===== src/design/aso_pkg.sv =====
`timescale 1ns / 1ps
// ----------------------------------------------------------------------------
// aso_pkg
// Shared types and constants for the screen orientation detector.
// ----------------------------------------------------------------------------
package aso_pkg;

  localparam int SAMPLE_BITS_DEF = 16;
  localparam int TIME_BITS_DEF   = 64;
  localparam int TIME_IN_W       = 63;

  localparam int CFG_DATA_W = 32;
  localparam int REG_IDX_W  = 3;
  localparam int SETTLE_W   = 32;
  localparam int THR_W      = 15;
  localparam int THR_SQ_W   = 2 * THR_W;

  localparam logic [SETTLE_W-1:0] SETTLE_RESET = 32'd250000000;
  localparam logic [THR_W-1:0]    THR_RESET    = 15'd1434;
  localparam logic [THR_SQ_W-1:0] THR_SQ_RESET = THR_SQ_W'(1434 * 1434);

  // tan(30 deg) in q16
  localparam logic [15:0] TAN30_Q16 = 16'd37837;

  typedef enum logic [REG_IDX_W-1:0] {
    REG_ENABLE         = 3'd0,
    REG_SWAP_XY        = 3'd1,
    REG_NEG_X          = 3'd2,
    REG_NEG_Y          = 3'd3,
    REG_ROT_OFFSET     = 3'd4,
    REG_SETTLE_TIME    = 3'd5,
    REG_FLAT_THRESHOLD = 3'd6
  } reg_idx_t;

  localparam logic [1:0] QUAD_POS_Y = 2'd0;
  localparam logic [1:0] QUAD_POS_X = 2'd1;
  localparam logic [1:0] QUAD_NEG_Y = 2'd2;
  localparam logic [1:0] QUAD_NEG_X = 2'd3;

  typedef struct packed {
    logic                enable;
    logic                swap_xy;
    logic                neg_x;
    logic                neg_y;
    logic [1:0]          rot_offset;
    logic [SETTLE_W-1:0] settle_time_ns;
    logic [THR_SQ_W-1:0] thr_sq;
    logic                track_clear;
  } cfg_t;

endpackage


===== src/design/aso_cfg.sv =====
`timescale 1ns / 1ps
// ----------------------------------------------------------------------------
// aso_cfg
// Configuration registers; keeps the flat threshold as its square.
// ----------------------------------------------------------------------------
module aso_cfg import aso_pkg::*; (
  input  logic                  clk,
  input  logic                  rst,
  input  logic                  write_en,
  input  logic [REG_IDX_W-1:0]  reg_index,
  input  logic [CFG_DATA_W-1:0] write_data,
  output cfg_t                  cfg
);

  logic                enable;
  logic                swap_xy;
  logic                neg_x;
  logic                neg_y;
  logic [1:0]          rot_offset;
  logic [SETTLE_W-1:0] settle_time_ns;
  logic [THR_SQ_W-1:0] thr_sq;
  logic [THR_W-1:0]    thr_in;
  logic [THR_SQ_W-1:0] thr_sq_next;

  assign thr_in      = write_data[THR_W-1:0];
  assign thr_sq_next = THR_SQ_W'(thr_in) * THR_SQ_W'(thr_in);

  always_ff @(posedge clk) begin
    if (rst) begin
      enable         <= 1'b0;
      swap_xy        <= 1'b0;
      neg_x          <= 1'b0;
      neg_y          <= 1'b0;
      rot_offset     <= 2'd0;
      settle_time_ns <= SETTLE_RESET;
      thr_sq         <= THR_SQ_RESET;
    end else if (write_en) begin
      unique case (reg_index)
        REG_ENABLE:         enable         <= write_data[0];
        REG_SWAP_XY:        swap_xy        <= write_data[0];
        REG_NEG_X:          neg_x          <= write_data[0];
        REG_NEG_Y:          neg_y          <= write_data[0];
        REG_ROT_OFFSET:     rot_offset     <= write_data[1:0];
        REG_SETTLE_TIME:    settle_time_ns <= write_data[SETTLE_W-1:0];
        REG_FLAT_THRESHOLD: thr_sq         <= thr_sq_next;
        default: ;
      endcase
    end
  end

  always_comb begin
    cfg.enable         = enable;
    cfg.swap_xy        = swap_xy;
    cfg.neg_x          = neg_x;
    cfg.neg_y          = neg_y;
    cfg.rot_offset     = rot_offset;
    cfg.settle_time_ns = settle_time_ns;
    cfg.thr_sq         = thr_sq;
    // any write of enable wipes the tracking state
    cfg.track_clear    = write_en && (reg_index == REG_ENABLE);
  end

endmodule


===== src/design/aso_front.sv =====
`timescale 1ns / 1ps
// ----------------------------------------------------------------------------
// aso_front
// Input register, axis mapping, quadrant pick and the two product terms.
// ----------------------------------------------------------------------------
module aso_front import aso_pkg::*; #(
  parameter int SAMPLE_BITS = SAMPLE_BITS_DEF,
  parameter int TIME_BITS   = TIME_BITS_DEF
) (
  input  logic                                 clk,
  input  logic                                 rst,
  input  cfg_t                                 cfg,
  input  logic                                 sample_valid,
  output logic                                 sample_stall,
  input  logic signed [SAMPLE_BITS-1:0]        accel_x,
  input  logic signed [SAMPLE_BITS-1:0]        accel_y,
  input  logic [TIME_IN_W-1:0]                 time_ns,
  input  logic                                 s2_pop,
  output logic                                 s2_valid,
  output logic [2*SAMPLE_BITS:0]               s2_sum_sq,
  output logic [SAMPLE_BITS-1:0]               s2_minor,
  output logic [SAMPLE_BITS+15:0]              s2_major_prod,
  output logic [1:0]                           s2_quad,
  output logic [((TIME_BITS > TIME_IN_W) ? TIME_IN_W : TIME_BITS)-1:0] s2_now
);

  localparam int SW  = SAMPLE_BITS;
  localparam int TW  = (TIME_BITS > TIME_IN_W) ? TIME_IN_W : TIME_BITS;
  localparam int SQW = 2 * SW + 1;
  localparam int PW  = SW + 16;

  logic                 s1_valid;
  logic signed [SW-1:0] s1_x;
  logic signed [SW-1:0] s1_y;
  logic [TW-1:0]        s1_t;
  logic                 s1_ready;
  logic                 s2_ready;

  logic signed [SW:0] xe, ye, xi, yi, xs, ys, ax_full, ay_full;
  logic [SW-1:0]      ax, ay, major, minor;
  logic [1:0]         quad;
  logic [2*SW-1:0]    sq_x, sq_y;
  logic [SQW-1:0]     sum_sq;
  logic [PW-1:0]      major_prod;

  assign s2_ready     = !s2_valid || s2_pop;
  assign s1_ready     = !s1_valid || s2_ready;
  assign sample_stall = !s1_ready;

  always_ff @(posedge clk) begin
    if (rst) begin
      s1_valid <= 1'b0;
      s2_valid <= 1'b0;
    end else begin
      if (s1_ready) begin
        s1_valid <= sample_valid;
      end
      if (s2_ready) begin
        s2_valid <= s1_valid;
      end
    end
  end

  always_ff @(posedge clk) begin
    if (s1_ready && sample_valid) begin
      s1_x <= accel_x;
      s1_y <= accel_y;
      s1_t <= time_ns[TW-1:0];
    end
    if (s2_ready && s1_valid) begin
      s2_sum_sq     <= sum_sq;
      s2_minor      <= minor;
      s2_major_prod <= major_prod;
      s2_quad       <= quad;
      s2_now        <= s1_t;
    end
  end

  always_comb begin
    // one extra bit so negating the most negative sample does not wrap
    xe = (SW+1)'(s1_x);
    ye = (SW+1)'(s1_y);
    xi = cfg.neg_x ? -xe : xe;
    yi = cfg.neg_y ? -ye : ye;
    xs = cfg.swap_xy ? yi : xi;
    ys = cfg.swap_xy ? xi : yi;

    ax_full = xs[SW] ? -xs : xs;
    ay_full = ys[SW] ? -ys : ys;
    ax      = ax_full[SW-1:0];
    ay      = ay_full[SW-1:0];

    if (ay >= ax) begin
      quad  = ys[SW] ? QUAD_NEG_Y : QUAD_POS_Y;
      major = ay;
      minor = ax;
    end else begin
      quad  = xs[SW] ? QUAD_NEG_X : QUAD_POS_X;
      major = ax;
      minor = ay;
    end

    sq_x       = (2*SW)'(ax) * (2*SW)'(ax);
    sq_y       = (2*SW)'(ay) * (2*SW)'(ay);
    sum_sq     = SQW'(sq_x) + SQW'(sq_y);
    major_prod = PW'(major) * PW'(TAN30_Q16);
  end

endmodule


===== src/design/aso_track.sv =====
`timescale 1ns / 1ps
// ----------------------------------------------------------------------------
// aso_track
// Sample screening, candidate and settle tracking, result register.
// ----------------------------------------------------------------------------
module aso_track import aso_pkg::*; #(
  parameter int SAMPLE_BITS = SAMPLE_BITS_DEF,
  parameter int TIME_BITS   = TIME_BITS_DEF
) (
  input  logic                                 clk,
  input  logic                                 rst,
  input  cfg_t                                 cfg,
  input  logic                                 s2_valid,
  input  logic [2*SAMPLE_BITS:0]               s2_sum_sq,
  input  logic [SAMPLE_BITS-1:0]               s2_minor,
  input  logic [SAMPLE_BITS+15:0]              s2_major_prod,
  input  logic [1:0]                           s2_quad,
  input  logic [((TIME_BITS > TIME_IN_W) ? TIME_IN_W : TIME_BITS)-1:0] s2_now,
  output logic                                 s2_pop,
  output logic                                 result_valid,
  input  logic                                 result_stall,
  output logic [1:0]                           rotation
);

  localparam int SW  = SAMPLE_BITS;
  localparam int TW  = (TIME_BITS > TIME_IN_W) ? TIME_IN_W : TIME_BITS;
  localparam int SQW = 2 * SW + 1;
  localparam int CW  = (SQW > THR_SQ_W) ? SQW : THR_SQ_W;

  logic          rep_valid;
  logic [1:0]    rep_orient;
  logic          cand_valid;
  logic [1:0]    cand_orient;
  logic [TW-1:0] cand_start;

  logic          flat, steep, ok;
  logic [1:0]    rot;
  logic          cand_same;
  logic [TW-1:0] elapsed;
  logic          late, settled, report;
  logic          out_ready;
  logic          step;

  always_comb begin
    flat      = CW'(s2_sum_sq) < CW'(cfg.thr_sq);
    steep     = {s2_minor, 16'h0000} > s2_major_prod;
    ok        = !flat && !steep;
    rot       = s2_quad + cfg.rot_offset;
    cand_same = cand_valid && (rot == cand_orient);
    elapsed   = s2_now - cand_start;
    late      = (s2_now >= cand_start) && (elapsed >= TW'(cfg.settle_time_ns));
    // a fresh candidate starts now, so only a zero settle time lets it through
    settled   = cand_same ? late : (cfg.settle_time_ns == '0);
    report    = cfg.enable && ok && (!rep_valid || ((rot != rep_orient) && settled));
    out_ready = !result_valid || !result_stall;
    s2_pop    = s2_valid && (!report || out_ready);
    step      = s2_pop && cfg.enable;
  end

  always_ff @(posedge clk) begin
    if (rst || cfg.track_clear) begin
      rep_valid   <= 1'b0;
      rep_orient  <= 2'd0;
      cand_valid  <= 1'b0;
      cand_orient <= 2'd0;
      cand_start  <= '0;
    end else if (step) begin
      if (!ok) begin
        cand_valid <= 1'b0;
      end else if (!cand_same) begin
        cand_valid  <= 1'b1;
        cand_orient <= rot;
        cand_start  <= s2_now;
      end
      if (report) begin
        rep_valid  <= 1'b1;
        rep_orient <= rot;
      end
    end
  end

  always_ff @(posedge clk) begin
    if (rst) begin
      result_valid <= 1'b0;
    end else if (s2_pop && report) begin
      result_valid <= 1'b1;
    end else if (!result_stall) begin
      result_valid <= 1'b0;
    end
  end

  always_ff @(posedge clk) begin
    if (s2_pop && report) begin
      rotation <= rot;
    end
  end

`ifndef SYNTHESIS
  a_report_latched: assert property (@(posedge clk) disable iff (rst)
    (s2_pop && report && !cfg.track_clear) |=> (rep_valid && rep_orient == $past(rot)))
    else $error("reported orientation not taken over after a report");

  a_reject_clears: assert property (@(posedge clk) disable iff (rst)
    (step && !ok) |=> !cand_valid)
    else $error("candidate survives a rejected sample");

  a_disabled_quiet: assert property (@(posedge clk) disable iff (rst)
    (s2_valid && !cfg.enable) |-> (!report && s2_pop))
    else $error("sample reported or held while disabled");

  a_result_from_report: assert property (@(posedge clk) disable iff (rst)
    (!$past(result_valid) && result_valid) |-> $past(s2_pop && report))
    else $error("result raised without a report");
`endif

endmodule


===== src/design/accel_screen_orientation_detector.sv =====
`timescale 1ns / 1ps
// ----------------------------------------------------------------------------
// accel_screen_orientation_detector
// Portrait/landscape detection from accelerometer x/y samples.
//
//   channel   signals                          handshake
//   sample    accel_x, accel_y, time_ns        sample_valid / sample_stall
//   result    rotation                         result_valid / result_stall
//   config    reg_index, write_data            write_en (no wait)
//
// A sample is taken every cycle while sample_stall is low; it passes an
// input register, a product register and the tracking logic, and
// result_valid is registered behind the tracking logic. The multiplier
// behind the product register sets the cycle time. Reset is synchronous. A
// stalled result holds the tracking stage only when that stage has a result
// to hand over; samples that report nothing keep moving.
// ----------------------------------------------------------------------------
module accel_screen_orientation_detector import aso_pkg::*; #(
  parameter int SAMPLE_BITS = SAMPLE_BITS_DEF,
  parameter int TIME_BITS   = TIME_BITS_DEF
) (
  input  logic                          clk,
  input  logic                          rst,
  input  logic                          write_en,
  input  logic [REG_IDX_W-1:0]          reg_index,
  input  logic [CFG_DATA_W-1:0]         write_data,
  input  logic                          sample_valid,
  output logic                          sample_stall,
  input  logic signed [SAMPLE_BITS-1:0] accel_x,
  input  logic signed [SAMPLE_BITS-1:0] accel_y,
  input  logic [TIME_IN_W-1:0]          time_ns,
  output logic                          result_valid,
  input  logic                          result_stall,
  output logic [1:0]                    rotation
);

  localparam int TW = (TIME_BITS > TIME_IN_W) ? TIME_IN_W : TIME_BITS;

  cfg_t                     cfg;
  logic                     s2_pop;
  logic                     s2_valid;
  logic [2*SAMPLE_BITS:0]   s2_sum_sq;
  logic [SAMPLE_BITS-1:0]   s2_minor;
  logic [SAMPLE_BITS+15:0]  s2_major_prod;
  logic [1:0]               s2_quad;
  logic [TW-1:0]            s2_now;

  aso_cfg u_cfg (
    .clk        (clk),
    .rst        (rst),
    .write_en   (write_en),
    .reg_index  (reg_index),
    .write_data (write_data),
    .cfg        (cfg)
  );

  aso_front #(
    .SAMPLE_BITS (SAMPLE_BITS),
    .TIME_BITS   (TIME_BITS)
  ) u_front (
    .clk           (clk),
    .rst           (rst),
    .cfg           (cfg),
    .sample_valid  (sample_valid),
    .sample_stall  (sample_stall),
    .accel_x       (accel_x),
    .accel_y       (accel_y),
    .time_ns       (time_ns),
    .s2_pop        (s2_pop),
    .s2_valid      (s2_valid),
    .s2_sum_sq     (s2_sum_sq),
    .s2_minor      (s2_minor),
    .s2_major_prod (s2_major_prod),
    .s2_quad       (s2_quad),
    .s2_now        (s2_now)
  );

  aso_track #(
    .SAMPLE_BITS (SAMPLE_BITS),
    .TIME_BITS   (TIME_BITS)
  ) u_track (
    .clk           (clk),
    .rst           (rst),
    .cfg           (cfg),
    .s2_valid      (s2_valid),
    .s2_sum_sq     (s2_sum_sq),
    .s2_minor      (s2_minor),
    .s2_major_prod (s2_major_prod),
    .s2_quad       (s2_quad),
    .s2_now        (s2_now),
    .s2_pop        (s2_pop),
    .result_valid  (result_valid),
    .result_stall  (result_stall),
    .rotation      (rotation)
  );

endmodule


===== config.mk =====
export PLATFORM = sky130hd
export DESIGN_NAME = accel_screen_orientation_detector
export DESIGN_NICKNAME = d
export VERILOG_FILES = /design/src/design/aso_pkg.sv /design/src/design/aso_cfg.sv /design/src/design/aso_front.sv /design/src/design/aso_track.sv /design/src/design/accel_screen_orientation_detector.sv
export SDC_FILE = /design/constraint.sdc
export NUM_CORES = 2
export LEC_CHECK = 0
export BUFFER_PORTS_ARGS = -buffer_cell sky130_fd_sc_hd__buf_4
export CORE_MARGIN = 1
export CORE_UTILIZATION = 62
export CTS_CLUSTER_DIAMETER = 60
export DETAILED_ROUTE_END_ITERATION = 12
export PLACE_DENSITY = 0.85
export SYNTH_ARGS = -nofsm -noshare
export SYNTH_HDL_FRONTEND = slang
export SYNTH_HIERARCHICAL = 1
export SYNTH_SLANG_ARGS = --single-unit

===== constraint.sdc =====
create_clock -name clk -period 12.9 [get_ports clk]
set_input_delay 1.29 -clock clk [delete_from_list [all_inputs] [get_ports clk]]
set_output_delay 1.29 -clock clk [all_outputs]
set_load 0.03 [all_outputs]

==> reports/metrics.csv <==
stage,metric,value,unit
status,run status,"complete, no violations",
sta,Layout Skew,0.0432,ns
sta,Slew @ Worst Pin,1.16,ns
drt,Avg WL per Cell,20.1,µm
placed_design,DP Wirelength,105000,µm
setup_path,FF-to-FF path depth,42,
setup_path,Setup crit start,u_front/s1_x[0],
setup_path,crit path to,u_front/s2_major_prod[29],
synth,synth warn,6,
drt,DRT Pass-1 Iters,6,
drt,Vias per Instance,5.90,
global_route,Tot GR Track Use,32.8,%
synth,asr flop ratio synth,0,%
setup_path,Crit path top cell by count,inv_1,
sta,final worst path period share,91.8,%
finish,Final nets,6737,
sta,Final Setup Violations,0,
floorplan,die area,80900,µm²
drt,total wire length,131000,µm
setup_path,reg2reg start,u_front/s1_x[0],
finish,final std cells w/o fill,6510,
floorplan,die height,284,µm
cts,# Post-CTS Setup Buffers,0,
drt,post-route ant nets,0,
synth,Post-synth EDFFs,243,
synth,Gate Count Post-Synth,5375,
global_route,number of global-route vias before repair,40300,
cts,TritonCTS clock tree,done,
global_route,global-route wire length before repair,210000,µm
synth,post-synth top area cell,fa_1,
drt,Residual DRC,0,
synth,syn avg cell area,9.20,µm²
drt,initial drt markers,3508,
synth,Synth Flop Type,edfxtp_1,
sta,Hold Fails Final Rpt,0,
finish,"commonest cells after routing, fill and taps aside","1,131 x inv_1, 608 x fa_1, 573 x ha_1, 521 x nand2_1, 291 x nor2_1",
synth,Yosys top cell area share,24.6,%
setup_path,Critical Path RT,13.22,ns
drt,Via Count,38400,
setup_path,CP endpoint kind,flop,
cts,worst skew pair latency,0.60,ns
synth,fraction of the yosys area taken by sequential cells,20.4,%
setup_path,Worst Path Arrival,12.16,ns
sta,FMAX,84.5,MHz
finish,"commonest non-fill, non-tap cell in the layout",inv_1,
synth,largest cells by area after synthesis,"fa_1 25%, edfxtp_1 15%, ha_1 14%",
setup_path,worst reg2reg setup slack,1.06,ns
floorplan,Starting Density,62.6,%
global_route,GRT Residual Overflow,0,
floorplan,chip width,284,µm
synth,synthesized flop and latch total,382,
cts,hold_buf cts,0,
synth,Synth cell types,119,
sta,Final TNS setup,0,ns
synth,syn_nets,6691,
finish,area grow syn2layout,6.93,%
finish,share of cells above drive strength 1,7.60,%
setup_path,WS Path Type,reg -> reg,
cts,clk slew on worst S/H paths,0.06,ns
placed_design,RePlAce Congestion,1.02,
sta,Tmin final,11.84,ns
global_route,largest net degree at the start of global routing,147,
placed_design,IO buf count,138,
cts,Clock Path Buffers,3,
hold_path,min-delay worst type,reg -> reg,
global_route,initial antenna violation count,4,
setup_path,FF-to-FF End,u_front/s2_major_prod[29],
setup_path,crit-path max FO,45,
placed_design,placed cell count,6423,
flow_run,Max Cap Viol,0,
cts,H-tree depth,2,
floorplan,I/O pins,139,
sta,fin. max-slew vios,0,
cts,clk sinks,382,
setup_path,Setup crit start kind,flop,
cts,root buffer selected by CTS,clkbuf_16,
synth,Mapped Area,49500,µm²
floorplan,Rows,103,
sta,unrepaired setup endpoints after global routing,no,
setup_path,slowest CP cell,a2111oi_4,
floorplan,Core Box Area,79000,µm²
finish,fill cell count,6036,
cts,total CTS buffers,45,
setup_path,CP peak stage delay,0.71,ns
sta,relative slew slack,21.3,%
[worst max-delay path: cells and delay by family, from the launching register on]
kind                     cells  cell delay, ns
multiplexers                 1            0.40
buffers and inverters        8            1.50
adder cells (fa/ha/maj)      9            3.65
XOR/XNOR                     2            0.23
AO/OA/AOI/OAI               15            4.17
AND/OR/NAND/NOR              7            1.04
flip-flops                   1            0.53
[metal layers]
metal	global-route usage (%)	up-vias	part of all wire, %	wire, µm
met5	0	-	0	0
met4	15.5	0	5.2	6860
met3	5.15	396	7.8	10200
met2	56.4	1648	49	63900
met1	40.2	18800	38	49800
li1	-	17500	-	-
[stage by stage]
step	util (%)	area (µm²)	hold slack, ns	setup slack [ns]
2_1_floorplan	-	49500	0.400	1.35
3_3_place_gp	65.0	51300	0.402	1.34
3_5_place_dp	65.0	51300	0.405	0.876
4_1_cts	66.9	52900	0.391	0.812
5_1_grt	66.9	52900	0.399	0.277
6_report	66.9	52900	0.382	1.06
[worst min path at each step]
stage                                 from                 end  slack [ns]  cells past startpoint
final                     u_front/s1_t[25]  u_front/s2_now[25]        0.38                      0
after CTS                 u_front/s1_t[25]  u_front/s2_now[25]        0.39                      0
after floorplan            u_front/s1_t[0]   u_front/s2_now[0]        0.40                      0
after global routing      u_front/s1_t[22]  u_front/s2_now[22]        0.40                      0
after detailed placement  u_front/s1_t[27]  u_front/s2_now[27]        0.40                      0
after global placement    u_front/s1_t[25]  u_front/s2_now[25]        0.40                      0
[what timing repair did]
item | in CTS | in global routing
resized for setup | 0 | 1
endpoints found under the setup margin | 0 | 1
hold endpoints to repair | 0 | 0
[registers in the layout (all words and copies together), names as in the netlist, 2 cells and up]
signal,count
u_cfg/rot_offset,2
u_track/rotation,2
u_front/s1_y,16
u_front/s2_minor,16
u_cfg/settle_time_ns,32
u_front/s2_major_prod,32
u_front/s2_now,63
u_front/s2_sum_sq,33
u_track/cand_start,63
u_front/s1_t,63
u_track/cand_orient,2
u_front/s1_x,16
u_track/rep_orient,2
u_cfg/thr_sq,29
u_front/s2_quad,2
[area by class of cell]
| class | instances | area (µm²) | area share, % |
|---|---|---|---|
| Multi-Input combinational cell | 3651 | 34100 | 64.6 |
| Sequential cell | 382 | 10100 | 19.1 |
| Inverter | 1138 | 4270 | 8.08 |
| Timing Repair Buffer | 203 | 1560 | 2.94 |
| Tap cell | 1050 | 1310 | 2.48 |
| Clock buffer | 62 | 1280 | 2.42 |
| Clock inverter | 22 | 239 | 0.452 |
| Antenna cell | 2 | 5.00 | 0.00946 |
[kinds of logic after synthesis]
logic type | synth area share [%]
other cells | 0.00758
mux | 2.74
flops | 20.4
buf+inv | 10.8
compound gates | 11.0
fa+ha+maj | 39.1
xor+xnor | 3.56
simple gates | 12.4
[cell usage after synthesis, types with 62 or more instances]
library cell  number
ha_1             573
mux2i_1          116
nor2_1           293
o21ai_0          152
clkbuf_1         118
nand3_1           63
fa_1             608
a21o_1            81
xnor2_1          120
edfxtp_1         243
nand4_1           68
nand2_1          521
and2_1            62
dfxtp_1          139
xor2_1            73
inv_1           1131
a21oi_1          286
Power is not shown: default switching activity piles up to over one toggle a cycle in this logic, so the estimate is an artifact.
